--- src/design/label_volume_dual_contour_macros.svh ---
// Assertion helpers for the label volume dual contour block.
`ifndef LABEL_VOLUME_DUAL_CONTOUR_MACROS_SVH
`define LABEL_VOLUME_DUAL_CONTOUR_MACROS_SVH

// The condition holds at every clock edge out of reset.
`define LVDC_ASSERT_ALWAYS(name, cond, msg) \
	name: assert property (@(posedge clk) disable iff (!arst_n) (cond)) \
		else $error(msg);

// When the antecedent holds, the consequent holds in the same cycle.
`define LVDC_ASSERT_IMPLY(name, ante, cons, msg) \
	name: assert property (@(posedge clk) disable iff (!arst_n) (ante) |-> (cons)) \
		else $error(msg);

`endif

--- src/design/lvdc_ram.sv ---
module lvdc_ram #(
	parameter int WIDTH = 16,
	parameter int DEPTH = 4,
	parameter int ADDR_W = $clog2(DEPTH)
) (
	input  logic              clk,
	input  logic              we,
	input  logic [ADDR_W-1:0] wa,
	input  logic [WIDTH-1:0]  wd,
	input  logic [ADDR_W-1:0] ra_a,
	input  logic [ADDR_W-1:0] ra_b,
	output logic [WIDTH-1:0]  rd_a,
	output logic [WIDTH-1:0]  rd_b
);
	logic [WIDTH-1:0] mem [DEPTH];

	always_ff @(posedge clk) begin
		if (we) begin
			mem[wa] <= wd;
		end
		rd_a <= mem[ra_a];
		rd_b <= mem[ra_b];
	end
endmodule
--- config.mk ---
export PLATFORM = sky130hd
export DESIGN_NAME = lvdc_ram
export DESIGN_NICKNAME = d
export VERILOG_FILES = /design/src/design/label_volume_dual_contour_macros.svh /design/src/design/lvdc_ram.sv
export SDC_FILE = /design/constraint.sdc
export NUM_CORES = 1
export LEC_CHECK = 0
export BUFFER_PORTS_ARGS = -buffer_cell sky130_fd_sc_hd__buf_2
export CORE_MARGIN = 1.5
export CORE_UTILIZATION = 35
export CTS_CLUSTER_DIAMETER = 50
export DETAILED_ROUTE_END_ITERATION = 6
export GPL_TIMING_DRIVEN = 0
export PLACE_DENSITY = 0.66
export SLEW_MARGIN = 20
export SYNTH_ARGS = -nofsm -noshare
export SYNTH_HDL_FRONTEND = slang
export SYNTH_SLANG_ARGS = --single-unit
--- constraint.sdc ---
create_clock -name clk -period 2.6 [get_ports clk]
set_input_delay 0.52 -clock clk [delete_from_list [all_inputs] [get_ports clk]]
set_output_delay 0.52 -clock clk [all_outputs]
set_load 0.01 [all_outputs]
== After elaboration in Yosys (flattened, before gate mapping) ==
Memory sizes are Yosys's and may differ from the RTL's. A register that Yosys moved wholly into a read port is not among the register bits.
Index checks and enable logic that the tools add are counted.
Word-level totals
  latch bits: 0
  ROM bits: 0
  bits in writable memories: 64
  memories: 1
  input port bits: 24
  register bits after elaboration: 0
  word-level logic and storage cells: 3
  output and inout bits: 32
Memories
  mem: depth 4, width 16, rd ports 2, clocked after Yosys merged registers in 2, write ports 1, line lvdc_ram.sv:15  | logic [WIDTH-1:0] mem [DEPTH];
Operators by class
  mux-type cells: 2
  equal/unequal tests: 0
  $lt $le $gt $ge: 0
  multiply operators: 0
  shift-type cells: 0
  bitwise operators: 0
  add/sub/neg operators: 0
  div/mod/pow operators: 0
  reduce and logical (&&, ||, !) cells: 0
Operator list (number)
  $mux 1: 2

== Depth between registers and ports, before layout ==
Gate-level depths: netlist (run 1).
  word-level depth: 2
  gate-level depth with buffers: 3

== Worst setup path before layout (run 1) ==
No wires, ideal clock.
  path type: input -> register
  start point: input wa[1]
  end point: memory mem[0][0], enable pin
  slack: 0.414 ns
  data arrival time: 1.773 ns
  stages: 1
  path through: nor3b_1
RTL lines
  start, declared: line lvdc_ram.sv:8  | input logic [ADDR_W-1:0] wa,
  end, declared: line lvdc_ram.sv:15
No word-level cell before the write port.

== Worst setup path in the final report (run 1) ==
  start point: input wa[0]
  end point: memory mem[2][6], enable pin
No word-level cell before the write port.

==> results by group, run 1 <==
Logic synthesis
  – Main combinational cell family by area after synthesis: multiplexers
  – Top-area cell type share of the netlist area: a little under three fifths
  – Syn avg cell area: 24.59 µm²
  – Leading area contributor after synthesis: edfxtp_1
  – Post-synthesis cell type count: 10
  – Async SR Flop Fraction: 0%
  – Synth Area in Simple Gates: less than 1%
  – Post-synthesis cell area: between 0.003 and 0.004 mm²
  – Mux cell area share after synthesis: between 20 and 25%
  – Top-count cell post-synth: edfxtp_1
  – Compound-cell area share of the yosys netlist: 0%
  – Syn_nets: approximately 160
  – Main synth FF type: edfxtp_1
  – Synth warn: 0
  – Most frequent cells after synthesis: edfxtp_1, dfxtp_1, mux4_2
  – Post-synth EDFFs: between 60 and 70
  – Synth top area cells: edfxtp_1, dfxtp_1, mux4_2
  – Post-synthesis xor/xnor area fraction: 0%
  – Flops & latches, synth: 96
  – Post-synthesis adder-cell area fraction: 0%
  – Sequential area share after synthesis: roughly 74%
  – Post-Synthesis Cells: 140

Timing
  – Fin crit period: between 1 and 1.5 ns
  – # setup viols final: 0
  – Fin. Hold Viols: 0
  – Final TNS setup: 0 ns
  – Slew Viols, Final: 0
  – Hold Slack: 0.3679 ns
  – RSZ-0062 raised after global routing: no
  – Post-route clock period utilization: around 56%
  – F_max: between 600 and 700 MHz
  – Slew margin rel.: between 30% and 40%
  – Worst Tran Pin Value: around 0.94 ns
  – Clock Skews: between 0.006 and 0.007 ns
  – Setup WS post-layout: between 1 and 1.5 ns

Worst setup path
  – Top delay family on crit path: simple AND/OR/NAND/NOR gates
  – CP bufs+invs: 1
  – Crit Path Class: in -> reg
  – Data arrival, critical path: approximately 1.4 ns
  – Critical path endpoint category: flip-flop
  – CP required: 2.59 ns
  – CP startpoint kind: input port
  – Slowest-stage cell, CP: and3b_1
  – CP Max Fanout: 16
  – Crit path largest cell delay: 0.79 ns
  – Worst-path cell chain: buf_2 > and3b_1

Layout
  – # diodes: 0
  – Layout Nets: 228
  – Fillers: 882
  – Layout area overhead: 17.88%
  – Final Cell Area: 0.004058 mm²
  – Fin util: approximately 42%
  – Fin cells: around 340
  – Share of cells above drive strength 1: 46.15%

CTS
  – CTS tree: yes
  – Clk_lat worst skew: between 0.3 and 0.4 ns
  – TritonCTS Buffers: 9
  – Post-CTS setup buffer count: 0
  – H-Tree Level Count: 3
  – Clock root buffer: clkbuf_8
  – Hold Buf Count CTS: 0
  – Clock-pin slew on the worst setup and hold paths: approximately 0.09 ns
  – PostCTS Resize Cnt: 0
  – Sink Count: 96
  – Longest Clk Path Bufs: 2

Routing
  – Detailed Route Iter0 Violations: 14
  – DR WL/cell: roughly 17 µm
  – DRC violation count after routing: 0
  – DR vias/cell: approximately 4.6
  – Final WL: about 5700 µm
  – Total number of vias: around 1600
  – DRT Pass-1 Iters: 4
  – Final antenna-violating net count: 0

Global route
  – Largest net degree at the start of global routing: 17
  – First-pass GRT wire length: about 8300 µm
  – Total GRT Usage: roughly an eighth
  – Initial antenna violation count: 0
  – Aggregate global routing overflow: 0
  – Number of global-route vias before repair: approximately 1600

Floorplan
  – Top Ports: 56
  – Die ar.: about 0.010 mm²
  – Initial core utilization: between 30 and 40%
  – Die width: 102.2 µm
  – Rows: 36
  – Overall die height: 102.2 µm
  – Core ar.: a little under 0.01 mm²

Power
  – Cell Pwr Density: 703.8 mW/mm²
  – Tot Pwr: 2.856 mW
  – Leak: about 1.5 nW
  – Worst vdd ir: approximately 0.00027 V

Place
  – Port Buf Inserts: 51
  – Placed instance count: roughly 330
  – Dpl ws: ~0.72 ns
  – Placed inst area: around 0.0039 mm²
  – Final HPWL DP: ~3700 µm
  – Final Wtd Congestion: between 0.7 and 0.8

Worst hold path
  – Hold Crit Class: in -> reg

Run status
  – Status: finished, final reports clean

Run
  – Max-cap violations: 0
## area by class of cell
class | count | area, µm² | share of cell area [%]
Buffer | 8 | 82.58 | 2.035
Clock buffer | 10 | 127.6 | 3.145
Clock inverter | 5 | 42.54 | 1.048
Multi-Input combinational cell | 36 | 802.0 | 19.77
Sequential cell | 96 | 2562 | 63.15
Tap cell | 133 | 166.4 | 4.101
Timing Repair Buffer | 53 | 274.0 | 6.753
## final timing paths
check	start	end	slack [ns]	cells past startpoint
max	wa[0]	mem[2][6]	1.15	2
min	wd[12]	mem[2][12]	0.37	1
max reg2reg	mem[1][14]	rd_a[14]	1.59	1
min reg2reg	mem[0][2]	rd_b[2]	0.57	1
## cells by family (layout without fill, tap and decap cells)
logic type | after synthesis | count (layout)
flip-flops | 96 | 96
multiplexers | 32 | 32
buffers and inverters | 8 | 76
AND/OR/NAND/NOR | 4 | 4
## state kept, by name (all words and copies together) (netlist names)
register	count
mem	64
rd_a	16
rd_b	16
## power by group
part	switching, mW	leakage [nW]	internal [mW]
clock network	0.502	0.0886	0.354
logic	0.113	0.535	0.127
registers	0.0300	0.858	1.73
total	0.646	1.48	2.21
## cells in the final DEF, fill, tap and decap left out
| master | synthesis | layout |
|---|---|---|
| edfxtp_1 | 64 | 64 |
| buf_2 | 4 | 55 |
| dfxtp_1 | 32 | 32 |
| mux4_2 | 20 | 20 |
| mux4_1 | 12 | 12 |
| clkbuf_8 | 0 | 9 |
| buf_6 | 2 | 3 |
| buf_12 | 2 | 2 |
| and3b_1 | 2 | 2 |
| clkinv_4 | 0 | 2 |
| nor3b_2 | 0 | 1 |
| and3_1 | 1 | 1 |
| inv_6 | 0 | 1 |
| inv_8 | 0 | 1 |
| clkinv_2 | 0 | 1 |
| clkbuf_1 | 0 | 1 |
| buf_4 | 0 | 1 |
## layer usage
layer	routed length, µm	vias up	global-route usage (%)	part of all wire (%)
met5	0	-	0	0
met4	148	0	6.639	2.6
met1	2151	790	12.86	38
met2	3132	36	20.28	55
met3	236	10	3.215	4.2
li1	-	723	-	-
No activity file was read; power rests on OpenSTA's default activity.
==> run 2: changes to the inputs <==
--- a/config.mk
+++ b/config.mk
@@ -11,7 +11,7 @@
 export CTS_CLUSTER_DIAMETER = 50
 export DETAILED_ROUTE_END_ITERATION = 6
 export GPL_TIMING_DRIVEN = 0
-export PLACE_DENSITY = 0.66
+export PLACE_DENSITY = 0.68
 export SLEW_MARGIN = 20
 export SYNTH_ARGS = -nofsm -noshare
 export SYNTH_HDL_FRONTEND = slang
==> constraint.sdc (replaced) <==
create_clock -name clk -period 1.27 [get_ports clk]
set_input_delay 0.254 -clock clk [delete_from_list [all_inputs] [get_ports clk]]
set_output_delay 0.254 -clock clk [all_outputs]
set_load 0.01 [all_outputs]
==> run 2 against run 1 <==
Utilization increased by 0.70 points; power increased by 120%; die area unchanged; clock power increased to 2.6 times the previous value; register-to-register slack got worse by 1.4 ns; critical endpoint is now mem[3][9]; non-clock buffer count decreased by 1; combinational power increased by 110%.
==> results by group, run 2 (synthesis results as in run 1) <==
Global route
  – First-pass GRT wire length: about 8400 µm
  – Initial antenna violation count: 0
  – Number of global-route vias before repair: 1554
  – Total GRT Usage: roughly an eighth
  – Largest net degree at the start of global routing: 17
  – Aggregate global routing overflow: 0

Run
  – Max-cap violations: 0

Worst setup path
  – Top delay family on crit path: simple AND/OR/NAND/NOR gates
  – CP required: approximately 1.3 ns
  – Critical path endpoint category: flip-flop
  – CP Max Fanout: 16
  – CP startpoint kind: input port
  – Slowest-stage cell, CP: and3_1
  – Crit path largest cell delay: 0.74 ns
  – CP bufs+invs: 1
  – Worst-path cell chain: buf_2 > and3_1
  – Data arrival, critical path: ~1.1 ns
  – Crit Path Class: in -> reg

Power
  – Tot Pwr: approximately 6.3 mW
  – Worst vdd ir: 0.0004760 V
  – Cell Pwr Density: about 1500 mW/mm²
  – Leak: roughly 1.5 nW

CTS
  – Clock root buffer: clkbuf_8
  – Clock-pin slew on the worst setup and hold paths: around 0.090 ns
  – Clk_lat worst skew: ~0.35 ns
  – TritonCTS Buffers: 9
  – Hold Buf Count CTS: 0
  – Sink Count: between 90 and 100
  – CTS tree: yes
  – H-Tree Level Count: 3
  – Longest Clk Path Bufs: 2

Timing
  – RSZ-0062 raised after global routing: no
  – Fin crit period: 1.143 ns
  – F_max: 874.8 MHz
  – Clock Skews: about 0.0064 ns
  – Slew margin rel.: between 40% and 50%
  – Slew Viols, Final: 0
  – # setup viols final: 0
  – Post-route clock period utilization: between 90% and 100%
  – Fin. Hold Viols: 0
  – Worst Tran Pin Value: 0.8769 ns

Layout
  – Largest register FFs: 64
  – Biggest register: mem
  – Commonest non-fill, non-tap cells in the layout: edfxtp_1, buf_2, dfxtp_1
  – Layout Nets: ~230
  – Final Cell Area: just over 0.004 mm²
  – Fin util: between 40% and 50%
  – Largest registers: mem x64, rd_a x16, rd_b x16
  – Share of cells above drive strength 1: a little under half
  – # diodes: 0
  – Layout area overhead: 19.85%
  – Most common library cell in the layout ignoring fill and taps: edfxtp_1

Floorplan
  – Die ar.: ~0.010 mm²
  – Initial core utilization: about 36%
  – Rows: 36
  – Top Ports: 56
  – Die width: between 100 and 150 µm
  – Overall die height: roughly 100 µm
  – Core ar.: 0.009639 mm²

Place
  – Placed inst area: between 0.003 and 0.004 mm²
  – Port Buf Inserts: a little over 50
  – Final Wtd Congestion: just over 0.7
  – Final HPWL DP: between 3000 and 4000 µm

Run status
  – Status: finished, final reports clean

Routing
  – DRT Pass-1 Iters: 4
  – Final antenna-violating net count: 0
  – DR WL/cell: 16.50 µm
  – Total number of vias: between 1500 and 2000
  – DR vias/cell: approximately 4.6
  – DRC violation count after routing: 0
  – Final WL: between 5000 and 6000 µm
  – Detailed Route Iter0 Violations: 56

Worst hold path
  – Hold Crit Class: in -> reg
## run 2: through the flow
stage	TNS [ns]	worst slack, ns	hold slack, ns	instances
after CTS	0	0.01175	0.08909	340
after detailed placement	-21.91	-0.3773	0.4699	324
after global placement	-21.30	-0.3517	0.4652	324
after global routing	0	0.04697	0.08259	341
after floorplan	0	0.1119	0.3529	140
final	0	0.1269	0.1038	341
## run 2: routing by layer
metal	GRT usage [%]	routed length, µm	up-vias
li1	-	-	719
met1	13.29	2114	778
met2	20.28	3050	48
met3	4.172	327	12
met4	6.217	133	0
met5	0	0	-
## run 2: power breakdown
part / internal [mW] / leakage [nW] / switching [mW]
Clock: 1.17 / 0.113 / 1.02
Combinational: 0.264 / 0.534 / 0.233
Sequential: 3.54 / 0.858 / 0.0613
Total: 4.97 / 1.50 / 1.31
## run 2: cell type report
cell class              instances  area [µm²]
plain buffers                   8       82.58
clock buffers                  10       137.6
clock inverters                 6       90.09
fillers                       853        5514
multi-input cells              36       810.8
flip-flops and latches         96        2562
well taps                     133       166.4
repair buffers                 52       275.3
## run 2: worst paths after layout
| path | cells after the start | from | slack, ns | end |
|---|---|---|---|---|
| worst min-delay path | 1 | wd[12] | 0.10 | mem[2][12] |
| worst min register to register | 1 | mem[1][2] | 0.57 | rd_a[2] |
| worst max register to register | 1 | mem[2][15] | 0.22 | rd_b[15] |
| worst max-delay path | 2 | wa[0] | 0.13 | mem[3][9] |
## run 2: repair_timing
action                                  4_1_cts  5_1_grt
buffers inserted                              0        1
gates resized for setup                       0        2
endpoints found under the setup margin        0       48
endpoints found under the hold margin         0        0
